===== config.mk =====
export PLATFORM = sky130hd
export DESIGN_NAME = auto_range_light_to_pwm_unit
export DESIGN_NICKNAME = d
export VERILOG_FILES = /design/src/hw/rtl/arlp_pkg.sv /design/src/hw/rtl/arlp_div.sv /design/src/hw/rtl/arlp_datapath.sv /design/src/hw/rtl/arlp_ctrl.sv /design/src/hw/rtl/auto_range_light_to_pwm_unit.sv
export SDC_FILE = /design/constraint.sdc
export NUM_CORES = 1
export LEC_CHECK = 0
export BUFFER_PORTS_ARGS = -buffer_cell sky130_fd_sc_hd__buf_2
export CELL_PAD_IN_SITES_DETAIL_PLACEMENT = 1
export CELL_PAD_IN_SITES_GLOBAL_PLACEMENT = 1
export CORE_MARGIN = 2
export CORE_UTILIZATION = 45
export DETAILED_ROUTE_END_ITERATION = 7
export PLACE_DENSITY_LB_ADDON = 0.15
export SYNTH_ARGS = -nofsm -noshare
export SYNTH_HDL_FRONTEND = slang
export SYNTH_HIERARCHICAL = 1
export SYNTH_SLANG_ARGS = --single-unit

===== constraint.sdc =====
create_clock -name clk_i -period 25 [get_ports clk_i]
set_clock_uncertainty 0.1 [all_clocks]
set_input_delay 2.5 -clock clk_i [delete_from_list [all_inputs] [get_ports clk_i]]
set_output_delay 2.5 -clock clk_i [all_outputs]
set_load 0.05 [all_outputs]

===== src/hw/rtl/arlp_pkg.sv =====
// arlp_pkg: shared widths, codes and control types for the auto-range light to pwm unit
// no dependencies; imported by every module of the block
package arlp_pkg;

  localparam int SAMPLE_BITS   = 10;
  localparam int LEVEL_BITS    = 8;
  localparam int DIVIDEND_BITS = SAMPLE_BITS + LEVEL_BITS;
  localparam int PROD_BITS     = 2 * LEVEL_BITS;
  localparam int CFG_IDX_BITS  = 1;
  localparam int CFG_DATA_BITS = 8;

  localparam logic [SAMPLE_BITS-1:0] FULL_SCALE   = {SAMPLE_BITS{1'b1}};
  localparam logic [SAMPLE_BITS-1:0] LIMIT_MARGIN = SAMPLE_BITS'(5);
  localparam logic [SAMPLE_BITS-1:0] LIMIT_HIGH   = FULL_SCALE - LIMIT_MARGIN;
  localparam logic [LEVEL_BITS-1:0]  LEVEL_MAX    = {LEVEL_BITS{1'b1}};
  localparam logic [LEVEL_BITS-1:0]  THR_RESET    = LEVEL_BITS'(55);

  localparam logic [CFG_IDX_BITS-1:0] CFG_INVERT    = 1'b0;
  localparam logic [CFG_IDX_BITS-1:0] CFG_THRESHOLD = 1'b1;

  typedef enum logic {
    DIV_NORM,
    DIV_STRETCH
  } div_op_e;

  typedef struct packed {
    logic    capture;
    logic    div_start;
    div_op_e div_op;
    logic    lvl_calc;
    logic    sq_calc;
    logic    out_load;
  } arlp_cmd_t;

  typedef struct packed {
    logic div_done;
    logic out_free;
  } arlp_stat_t;

endpackage


===== src/hw/rtl/arlp_div.sv =====
// arlp_div: restoring divider, one quotient bit per cycle
// needs arlp_pkg; the quotient must fit in LEVEL_BITS (dividend < divisor * 256)
module arlp_div (
  input  logic                                clk_i,
  input  logic                                rst_ni,
  input  logic                                start_i,
  input  logic [arlp_pkg::DIVIDEND_BITS-1:0]  dividend_i,
  input  logic [arlp_pkg::SAMPLE_BITS-1:0]    divisor_i,
  output logic                                busy_o,
  output logic                                done_o,
  output logic [arlp_pkg::LEVEL_BITS-1:0]     quotient_o
);
  import arlp_pkg::*;

  localparam int CNT_BITS = $clog2(LEVEL_BITS);
  localparam logic [CNT_BITS-1:0] STEP_LAST = CNT_BITS'(LEVEL_BITS - 1);

  logic                    busy_q;
  logic [CNT_BITS-1:0]     cnt_q;
  logic [SAMPLE_BITS-1:0]  rem_q, rem_d;
  logic [LEVEL_BITS-1:0]   low_q;
  logic [SAMPLE_BITS-1:0]  den_q;
  logic [SAMPLE_BITS:0]    trial;
  logic [SAMPLE_BITS:0]    diff;
  logic                    qbit;

  always_comb begin
    trial = {rem_q, low_q[LEVEL_BITS-1]};
    diff  = trial - {1'b0, den_q};
    qbit  = (trial >= {1'b0, den_q});
    rem_d = qbit ? diff[SAMPLE_BITS-1:0] : trial[SAMPLE_BITS-1:0];
  end

  always_ff @(posedge clk_i or negedge rst_ni) begin
    if (!rst_ni) begin
      busy_q <= 1'b0;
      cnt_q  <= '0;
    end else if (start_i) begin
      busy_q <= 1'b1;
      cnt_q  <= '0;
    end else if (busy_q) begin
      cnt_q <= cnt_q + CNT_BITS'(1);
      if (cnt_q == STEP_LAST) begin
        busy_q <= 1'b0;
      end
    end
  end

  always_ff @(posedge clk_i) begin
    if (start_i) begin
      rem_q <= dividend_i[DIVIDEND_BITS-1:LEVEL_BITS];
      low_q <= dividend_i[LEVEL_BITS-1:0];
      den_q <= divisor_i;
    end else if (busy_q) begin
      rem_q <= rem_d;
      low_q <= {low_q[LEVEL_BITS-2:0], qbit};
    end
  end

  assign busy_o     = busy_q;
  assign done_o     = busy_q && (cnt_q == STEP_LAST);
  assign quotient_o = low_q;

  a_no_restart : assert property (@(posedge clk_i) disable iff (!rst_ni)
    start_i |-> !busy_q)
    else $error("divider started while busy");

  a_done_ends : assert property (@(posedge clk_i) disable iff (!rst_ni)
    done_o |=> !busy_q)
    else $error("divider still busy after last step");

  a_rem_bound : assert property (@(posedge clk_i) disable iff (!rst_ni)
    (busy_q && den_q != '0) |-> (rem_q < den_q))
    else $error("partial remainder not below divisor");

endmodule


===== src/hw/rtl/arlp_datapath.sv =====
// arlp_datapath: range tracking, scaling, invert, threshold, squaring, shared divider and output register
// needs arlp_pkg and arlp_div; driven by arlp_ctrl through arlp_cmd_t
module arlp_datapath (
  input  logic                                clk_i,
  input  logic                                rst_ni,
  input  arlp_pkg::arlp_cmd_t                 cmd_i,
  output arlp_pkg::arlp_stat_t                stat_o,
  input  logic                                cfg_we_i,
  input  logic [arlp_pkg::CFG_IDX_BITS-1:0]   cfg_index_i,
  input  logic [arlp_pkg::CFG_DATA_BITS-1:0]  cfg_data_i,
  input  logic [arlp_pkg::SAMPLE_BITS-1:0]    light_sample_i,
  input  logic                                out_ready_i,
  output logic                                out_valid_o,
  output logic [arlp_pkg::LEVEL_BITS-1:0]     brightness_o,
  output logic [arlp_pkg::LEVEL_BITS-1:0]     stretched_level_o,
  output logic [arlp_pkg::SAMPLE_BITS-1:0]    lowest_seen_o,
  output logic [arlp_pkg::SAMPLE_BITS-1:0]    highest_seen_o,
  output logic                                near_limit_o
);
  import arlp_pkg::*;

  logic                     invert_q;
  logic [LEVEL_BITS-1:0]    thr_q;
  logic [SAMPLE_BITS-1:0]   min_q, max_q;
  logic                     near_q;
  logic [DIVIDEND_BITS-1:0] num_q;
  logic [SAMPLE_BITS-1:0]   span_q;
  logic [PROD_BITS-1:0]     lvlprod_q;
  logic [LEVEL_BITS-1:0]    ceil_q;
  logic [LEVEL_BITS-1:0]    str_q;
  logic [PROD_BITS-1:0]     sqr_q;
  logic                     out_valid_q;

  logic [SAMPLE_BITS-1:0]   min_d, max_d, diff, span_raw;
  logic [DIVIDEND_BITS-1:0] div_num;
  logic [SAMPLE_BITS-1:0]   div_den;
  logic                     div_busy, div_done;
  logic [LEVEL_BITS-1:0]    quot;
  logic [LEVEL_BITS-1:0]    lvl_a, lvl_b, lvl_c, ceil_d, str_d;
  logic [PROD_BITS-1:0]     bright_sum;
  logic [LEVEL_BITS-1:0]    bright_d;

  // range update and scaling numerator
  always_comb begin
    min_d    = (light_sample_i < min_q) ? light_sample_i : min_q;
    max_d    = (light_sample_i > max_q) ? light_sample_i : max_q;
    diff     = light_sample_i - min_d;
    span_raw = max_d - min_d;
  end

  // invert, threshold and clamp
  always_comb begin
    lvl_a  = invert_q ? (LEVEL_MAX - quot) : quot;
    ceil_d = LEVEL_MAX - thr_q;
    lvl_b  = (lvl_a > thr_q) ? (lvl_a - thr_q) : '0;
    lvl_c  = (lvl_b > ceil_d) ? ceil_d : lvl_b;
    str_d  = (ceil_q == '0) ? '0 : quot;
  end

  // square over 255 by shift and add, exact up to 255 * 255
  always_comb begin
    bright_sum = sqr_q + PROD_BITS'(1) + PROD_BITS'(sqr_q[PROD_BITS-1:LEVEL_BITS]);
    bright_d   = bright_sum[PROD_BITS-1:LEVEL_BITS];
  end

  always_comb begin
    unique case (cmd_i.div_op)
      DIV_NORM: begin
        div_num = num_q;
        div_den = span_q;
      end
      DIV_STRETCH: begin
        div_num = DIVIDEND_BITS'(lvlprod_q);
        div_den = SAMPLE_BITS'(ceil_q);
      end
    endcase
  end

  arlp_div u_div (
    .clk_i      (clk_i),
    .rst_ni     (rst_ni),
    .start_i    (cmd_i.div_start),
    .dividend_i (div_num),
    .divisor_i  (div_den),
    .busy_o     (div_busy),
    .done_o     (div_done),
    .quotient_o (quot)
  );

  always_ff @(posedge clk_i or negedge rst_ni) begin
    if (!rst_ni) begin
      invert_q    <= 1'b1;
      thr_q       <= THR_RESET;
      min_q       <= FULL_SCALE;
      max_q       <= '0;
      out_valid_q <= 1'b0;
    end else begin
      if (cfg_we_i) begin
        unique case (cfg_index_i)
          CFG_INVERT:    invert_q <= cfg_data_i[0];
          CFG_THRESHOLD: thr_q    <= cfg_data_i[LEVEL_BITS-1:0];
          default: ;
        endcase
      end
      if (cmd_i.capture) begin
        min_q <= min_d;
        max_q <= max_d;
      end
      if (cmd_i.out_load) begin
        out_valid_q <= 1'b1;
      end else if (out_ready_i) begin
        out_valid_q <= 1'b0;
      end
    end
  end

  always_ff @(posedge clk_i) begin
    if (cmd_i.capture) begin
      near_q <= (light_sample_i < LIMIT_MARGIN) || (light_sample_i > LIMIT_HIGH);
      num_q  <= DIVIDEND_BITS'(diff) * DIVIDEND_BITS'(LEVEL_MAX);
      span_q <= (span_raw == '0) ? SAMPLE_BITS'(1) : span_raw;
    end
    if (cmd_i.lvl_calc) begin
      lvlprod_q <= PROD_BITS'(lvl_c) * PROD_BITS'(LEVEL_MAX);
      ceil_q    <= ceil_d;
    end
    if (cmd_i.sq_calc) begin
      str_q <= str_d;
      sqr_q <= PROD_BITS'(str_d) * PROD_BITS'(str_d);
    end
    if (cmd_i.out_load) begin
      brightness_o      <= bright_d;
      stretched_level_o <= str_q;
      lowest_seen_o     <= min_q;
      highest_seen_o    <= max_q;
      near_limit_o      <= near_q;
    end
  end

  assign out_valid_o     = out_valid_q;
  assign stat_o.div_done = div_done;
  assign stat_o.out_free = !out_valid_q || out_ready_i;

  a_range_order : assert property (@(posedge clk_i) disable iff (!rst_ni)
    out_valid_q |-> (lowest_seen_o <= highest_seen_o))
    else $error("reported minimum above maximum");

  a_no_overwrite : assert property (@(posedge clk_i) disable iff (!rst_ni)
    cmd_i.out_load |-> (!out_valid_q || out_ready_i))
    else $error("output register overwritten before it was taken");

  a_start_idle : assert property (@(posedge clk_i) disable iff (!rst_ni)
    (cmd_i.capture || cmd_i.out_load) |-> !div_busy)
    else $error("capture or output load while divider busy");

endmodule


===== src/hw/rtl/arlp_ctrl.sv =====
// arlp_ctrl: sequencer for one sample: capture, scaling divide, level step, stretch divide, squaring, output load
// needs arlp_pkg; commands arlp_datapath through arlp_cmd_t
module arlp_ctrl (
  input  logic                 clk_i,
  input  logic                 rst_ni,
  input  logic                 in_valid_i,
  output logic                 in_ready_o,
  input  arlp_pkg::arlp_stat_t stat_i,
  output arlp_pkg::arlp_cmd_t  cmd_o
);
  import arlp_pkg::*;

  localparam logic [2:0] ST_IDLE     = 3'd0;
  localparam logic [2:0] ST_NORM_GO  = 3'd1;
  localparam logic [2:0] ST_NORM_WT  = 3'd2;
  localparam logic [2:0] ST_LVL      = 3'd3;
  localparam logic [2:0] ST_STR_GO   = 3'd4;
  localparam logic [2:0] ST_STR_WT   = 3'd5;
  localparam logic [2:0] ST_SQ       = 3'd6;
  localparam logic [2:0] ST_DONE     = 3'd7;

  logic [2:0] state_q, state_d;

  always_comb begin
    state_d         = state_q;
    cmd_o           = '0;
    cmd_o.div_op    = DIV_NORM;
    in_ready_o      = 1'b0;
    unique case (state_q)
      ST_IDLE: begin
        in_ready_o = 1'b1;
        if (in_valid_i) begin
          cmd_o.capture = 1'b1;
          state_d       = ST_NORM_GO;
        end
      end
      ST_NORM_GO: begin
        cmd_o.div_start = 1'b1;
        cmd_o.div_op    = DIV_NORM;
        state_d         = ST_NORM_WT;
      end
      ST_NORM_WT: begin
        if (stat_i.div_done) state_d = ST_LVL;
      end
      ST_LVL: begin
        cmd_o.lvl_calc = 1'b1;
        state_d        = ST_STR_GO;
      end
      ST_STR_GO: begin
        cmd_o.div_start = 1'b1;
        cmd_o.div_op    = DIV_STRETCH;
        state_d         = ST_STR_WT;
      end
      ST_STR_WT: begin
        if (stat_i.div_done) state_d = ST_SQ;
      end
      ST_SQ: begin
        cmd_o.sq_calc = 1'b1;
        state_d       = ST_DONE;
      end
      ST_DONE: begin
        if (stat_i.out_free) begin
          cmd_o.out_load = 1'b1;
          state_d        = ST_IDLE;
        end
      end
      default: begin
        state_d = ST_IDLE;
      end
    endcase
  end

  always_ff @(posedge clk_i or negedge rst_ni) begin
    if (!rst_ni) begin
      state_q <= ST_IDLE;
    end else begin
      state_q <= state_d;
    end
  end

  a_wait_done : assert property (@(posedge clk_i) disable iff (!rst_ni)
    (state_q == ST_STR_WT && stat_i.div_done) |=> (state_q == ST_SQ))
    else $error("missed end of stretch divide");

  a_one_cmd : assert property (@(posedge clk_i) disable iff (!rst_ni)
    $onehot0({cmd_o.capture, cmd_o.div_start, cmd_o.lvl_calc, cmd_o.sq_calc,
              cmd_o.out_load}))
    else $error("more than one datapath command in a cycle");

  a_capture_next : assert property (@(posedge clk_i) disable iff (!rst_ni)
    cmd_o.capture |=> (state_q == ST_NORM_GO))
    else $error("capture not followed by scaling divide");

endmodule


===== src/hw/rtl/auto_range_light_to_pwm_unit.sv =====
// auto_range_light_to_pwm_unit: top level, joins arlp_ctrl and arlp_datapath
// needs arlp_pkg, arlp_ctrl, arlp_datapath (which holds arlp_div)
//
//   channel  | handshake             | payload
//   ---------+-----------------------+-----------------------------------------------
//   input    | in_valid_i/in_ready_o | light_sample_i
//   result   | out_valid_o/out_ready_i | brightness_o stretched_level_o lowest_seen_o
//            |                       | highest_seen_o near_limit_o
//   config   | cfg_we_i              | cfg_index_i cfg_data_i
//
// one sample goes from accept to result valid through two passes through the
// shared restoring divider plus capture, threshold, squaring and output load steps
// one sample in flight; the next is accepted once the result sits in the output register
// a stalled result holds the sequencer in its last step until the output register frees
// reset: invert on, threshold 55, running minimum full scale, running maximum zero
module auto_range_light_to_pwm_unit (
  input  logic                                clk_i,
  input  logic                                rst_ni,
  input  logic                                cfg_we_i,
  input  logic [arlp_pkg::CFG_IDX_BITS-1:0]   cfg_index_i,
  input  logic [arlp_pkg::CFG_DATA_BITS-1:0]  cfg_data_i,
  input  logic                                in_valid_i,
  output logic                                in_ready_o,
  input  logic [arlp_pkg::SAMPLE_BITS-1:0]    light_sample_i,
  output logic                                out_valid_o,
  input  logic                                out_ready_i,
  output logic [arlp_pkg::LEVEL_BITS-1:0]     brightness_o,
  output logic [arlp_pkg::LEVEL_BITS-1:0]     stretched_level_o,
  output logic [arlp_pkg::SAMPLE_BITS-1:0]    lowest_seen_o,
  output logic [arlp_pkg::SAMPLE_BITS-1:0]    highest_seen_o,
  output logic                                near_limit_o
);
  import arlp_pkg::*;

  arlp_cmd_t  cmd;
  arlp_stat_t stat;

  arlp_ctrl u_ctrl (
    .clk_i      (clk_i),
    .rst_ni     (rst_ni),
    .in_valid_i (in_valid_i),
    .in_ready_o (in_ready_o),
    .stat_i     (stat),
    .cmd_o      (cmd)
  );

  arlp_datapath u_dp (
    .clk_i             (clk_i),
    .rst_ni            (rst_ni),
    .cmd_i             (cmd),
    .stat_o            (stat),
    .cfg_we_i          (cfg_we_i),
    .cfg_index_i       (cfg_index_i),
    .cfg_data_i        (cfg_data_i),
    .light_sample_i    (light_sample_i),
    .out_ready_i       (out_ready_i),
    .out_valid_o       (out_valid_o),
    .brightness_o      (brightness_o),
    .stretched_level_o (stretched_level_o),
    .lowest_seen_o     (lowest_seen_o),
    .highest_seen_o    (highest_seen_o),
    .near_limit_o      (near_limit_o)
  );

endmodule

# Word-level counts from Yosys, hierarchy flattened
# Cells that the tools add are included.
# op_classes
add_sub_neg	9
n_mul	3
magnitude_cmp	7
n_eq_ne	12
muxes	33
bitwise	2
reduce_logical	12
# ops
cell	n
10-bit 2-to-1 mux	5
8-bit 2-to-1 mux	6
18-bit one-hot mux with 2 select lines	1
10-bit subtractor	3
3-bit one-hot mux with 8 select lines	1
10-bit one-hot mux with 2 select lines	1
10-bit by 8-bit multiplier with 18-bit output (second input constant)	1
3-bit 2-to-1 mux	6
16-bit by 1-bit adder with 16-bit output (second input constant)	1
16-bit by 8-bit adder with 16-bit output	1
8-bit > comparator	2
8-bit by 8-bit multiplier with 16-bit output	1
8-bit by 8-bit multiplier with 16-bit output (second input constant)	1
8-bit subtractor (first input constant)	2
3-bit == test (second input constant)	5
1-bit 2-to-1 mux	12
11-bit by 10-bit >= comparator with 1-bit output	1
10-bit > comparator	1
10-bit > comparator (second input constant)	1
10-bit logical NOT	1
10-bit less-than comparator	1
10-bit by 3-bit less-than comparator with 1-bit output (second input constant)	1
8-bit logical NOT	1
8-bit subtractor	1
other kinds (14)	21
# totals
regBits	179
in_bits	24
output_inout_bits	39
elab_cells	101

# Depth between registers and ports, before layout
# depth
ltp_word	7
ltp_mapped	38
ltp_nobuf	35

# Modules after synthesis
# The synthesis kept the hierarchy.
# modules_own_cells
module	n_inst	cells_each	area_each_um2	seq_area_each_um2
arlp_datapath	1	1162	12532.0	4134.0
arlp_div	1	169	1916.8	940.9
arlp_ctrl	1	28	227.7	75.1

# Worst setup path after synthesis
# No wires, ideal clock.
# synth_timing
path_type	input-to-reg
from	input port light_sample_i[2] in the netlist's numbering
to	register u_dp.num_q[15], data pin
setup_time_ps	262
arrival_time_ps	9499
required_ps	24638
setup_slack_ps	15139
cell_stages	32
path_buffers	2
path_cell_list	ha_1 -> a21o_1 -> a31oi_1 -> a21oi_1 -> o221ai_1 -> nor2b_1 -> buf_2 -> buf_2 -> a21oi_1 -> ha_1 -> nor2b_1 -> o21ai_0 -> nand2b_1 -> a21o_1 -> a21o_1 -> a31oi_1 -> xnor2_1 -> inv_1 -> fa_1 -> inv_1 -> fa_1 -> inv_1 -> fa_1 -> fa_1 -> inv_1 -> ha_1 -> or3_1 -> o21ai_0 -> a21oi_1 -> a311oi_1 -> a21oi_1 -> xor2_1
# synth_between
elab_chain_cells	4
# synth_rtl
element	line	text
from (decl)	auto_range_light_to_pwm_unit.sv:24	input logic [arlp_pkg::SAMPLE_BITS-1:0] light_sample_i,
10-bit less-than comparator	arlp_datapath.sv:45	min_d = (light_sample_i < min_q) ? light_sample_i : min_q;
10-bit 2-to-1 mux	arlp_datapath.sv:45	
10-bit subtractor (*)	arlp_datapath.sv:47	diff = light_sample_i - min_d;
10-bit by 8-bit multiplier with 18-bit output (*)	arlp_datapath.sv:120	num_q <= DIVIDEND_BITS'(diff) * DIVIDEND_BITS'(LEVEL_MAX);
to (signal assigned)	arlp_datapath.sv:120	
to (decl)	arlp_datapath.sv:26	logic [DIVIDEND_BITS-1:0] num_q;
# Every way passes the cells marked *; elsewhere a longest branch is shown, timed or not.
# A chain may end at the register's enable or synchronous reset.

# Worst setup path in the final report
# Same ends and word-level chain as after synthesis.

==> results.md <==
- Die area: between 30000 and 40000 um^2
- Post-layout util: 49.7%
- Core box area: ~32000 um^2
- Max Root-Sink Buffers: 2
- Crit Path Max Fanout: 20
- Unique masters post-synth: 77
- # hold bufs at CTS: 0
- Layout cells sized above 1: between 10% and 20%
- Final setup viols: 0
- Status: completed
- Die Span X: 185 um
- TNS Setup: 0 ps
- Max capacitance violation total: 0
- Vias: 10015
- Synthesized instance count: approximately 1400
- First-pass GRT wire length: ~56000 um
- Die height: around 180 um
- Worst Hold Class: reg2reg
- Sequential share of the synthesized area: a little over a third
- Syn Area/Cell: roughly 11 um^2
- Async SR Flop Fraction: 20.9%
- Hold_ws: roughly 320 ps
- Largest net degree at the start of global routing: 49
- Total setup buffers inserted after CTS: 0
- Initial antenna violation count: 1
- TritonCTS clock tree: yes
- Gp weighted congestion: ~0.83
- Slew Viols, Final: 0
- Clock edge transition at the registers on the reported setup and hold paths: 80 ps
- Synth Flop Type: edfxtp_1
- Vias/cell: roughly 5.4
- Crit path launch type: input pin
- Actual slew at the worst max-slew pin: 1220 ps
- Crit Path Category: in2reg
- Post-route setup slack: 14810 ps
- Port bufs: 62
- Area grow syn2layout: 9.44%
- Number of diodes: 0
- Clock latency on the worst-skew pair: roughly 440 ps
- Commonest non-fill, non-tap cell in the layout: inv_1
- Fin. Hold Viols: 0
- RSZ-0062 raised after global routing: false
- Worst EP arrival: between 10000 and 15000 ps
- Fmax: approximately 100 MHz
- Most frequent cells in the layout: 220 x inv_1, 172 x ha_1, 140 x edfxtp_1
- ANT nets after route: 0
- Post_cts resized: 0
- Pre-CTS setup slack: ~14000 ps
- Worst path max stage delay: ~650 ps
- Fin crit share: 40.8%
- Synthesized flop and latch total: 177
- Post-synth EDFFs: 140
- Number of synthesis warnings: 6
- Worst Setup End Kind: flip-flop
- IO Count: 63
- Worst slew margin: between 10% and 20%
- Final #Nets: 1709
- Syn_nets: approximately 1700
- Initial Utilization: between 40% and 50%
- Starting DRT DRC Count: between 500 and 600
- WP data required: ~25000 ps
- Dpl hpwl: ~27000 um
- DRC Markers: 0
- Critical path's slowest cell: fa_1
- Clk sinks: roughly 180
- Crit path time final: 10200 ps
- H-tree levels: 4
- CTS root buf: clkbuf_16
- Drt first pass iters: 5
- GRT Residual Overflow: 0
- Vias in the first global route: approximately 11000
- DR WL/cell: between 15 and 20 um
- Total wire length: between 30000 and 40000 um
- Gr usage total: 21.0%
- Row count: 66
- Synthesized cell area: 14700 um^2
- Clock buffer count from CTS: 17
synthesized netlist by cell type, drive strengths merged (12+ instances only):
| library cell | count | share of area (%) |
|---|---|---|
| xor2 | 30 | 1.8 |
| nor2b | 25 | 1.1 |
| mux2 | 52 | 4.0 |
| clkbuf | 14 | 0.36 |
| nand2b | 15 | 0.64 |
| a31oi | 13 | 0.55 |
| o21a | 12 | 0.61 |
| and2 | 17 | 0.72 |
| buf | 17 | 0.73 |
| fa | 98 | 13 |
| ha | 172 | 15 |
| and3 | 18 | 0.77 |
| nor3 | 19 | 0.68 |
| xnor2 | 58 | 3.5 |
| dfstp | 16 | 2.9 |
| dfrtp | 21 | 3.6 |
| inv | 220 | 5.6 |
| o21ai | 50 | 1.7 |
| nand2 | 58 | 1.5 |
| a21o | 32 | 1.6 |
| nor2 | 78 | 2.0 |
| nand3 | 20 | 0.72 |
| a21oi | 58 | 2.1 |
| edfxtp | 140 | 29 |
final cells by class:
cell class	instances	area (um^2)
clock inverter	15	193
tap	442	553
multi-input combinational	930	8560
fill	3497	16200
sequential	177	5150
timing repair buffer	68	355
inverter	221	830
clock buffer	17	425
metal layers:
layer  vias up  wire (um)  track usage (%)
li1       4773          -                -
met1      5072      16000             29.1
met2       139      16200             35.2
met3        31        994             2.55
met4         0        380             4.70
met5         -          0                0
cells by family after synthesis:
| group | Yosys count | share of synthesized area [%] |
|---|---|---|
| and+or+nand+nor | 282 | 9.57 |
| adders and majority gates | 270 | 28.0 |
| buffers and inverters | 252 | 6.74 |
| AOI/OAI and AO/OA | 231 | 10.9 |
| DFF | 177 | 35.1 |
| xor gates and xnor gates | 88 | 5.25 |
| muxes | 59 | 4.47 |
worst max-delay path, delay by kind of cell:
family	cells	cell delay [ps]
compound gates	13	2490
xor+xnor	2	500
fa+ha+maj	7	3190
buf+inv	6	820
simple gates	5	790
per-stage QoR:
step	cell area, um^2	cells
floorplan	14700	1359
global placement	15400	1838
detailed placement	15400	1838
CTS	16100	1870
global route	16100	1870
finish	16100	1870
flip-flops by register name (all words and copies together) (netlist names), 3 cells and up:
register,cells
u_dp/brightness_o,8
u_dp/span_q,10
u_dp/u_div/den_q,10
u_dp/lvlprod_q,16
u_dp/u_div/cnt_q,3
u_dp/u_div/rem_q,10
u_dp/num_q,18
u_dp/sqr_q,14
u_dp/stretched_level_o,8
u_dp/thr_q,8
u_dp/u_div/quotient_o,8
u_ctrl/state_q,3
u_dp/max_q,10
u_dp/lowest_seen_o,10
u_dp/min_q,10
u_dp/str_q,8
u_dp/highest_seen_o,10
u_dp/ceil_q,8
path summary, 6_finish.rpt:
check	to	start	slack, ps	depth (start not counted)
worst max-delay path	u_dp/num_q[15]	light_sample_i[2]	14810	33
max in group asynchronous	u_dp/max_q[1]	rst_ni	22040	1
worst min register to register	u_dp/near_limit_o	u_dp/near_q	320	0
min in group asynchronous	u_dp/thr_q[3]	rst_ni	2140	1
worst max register to register	u_dp/lvlprod_q[15]	u_dp/u_div/quotient_o[0]	15510	35
worst min-delay path	u_dp/near_limit_o	u_dp/near_q	320	0
Power is left out: the tool's default activity adds up to more than one toggle a clock period on the data nets, which glitch-free logic cannot reach.
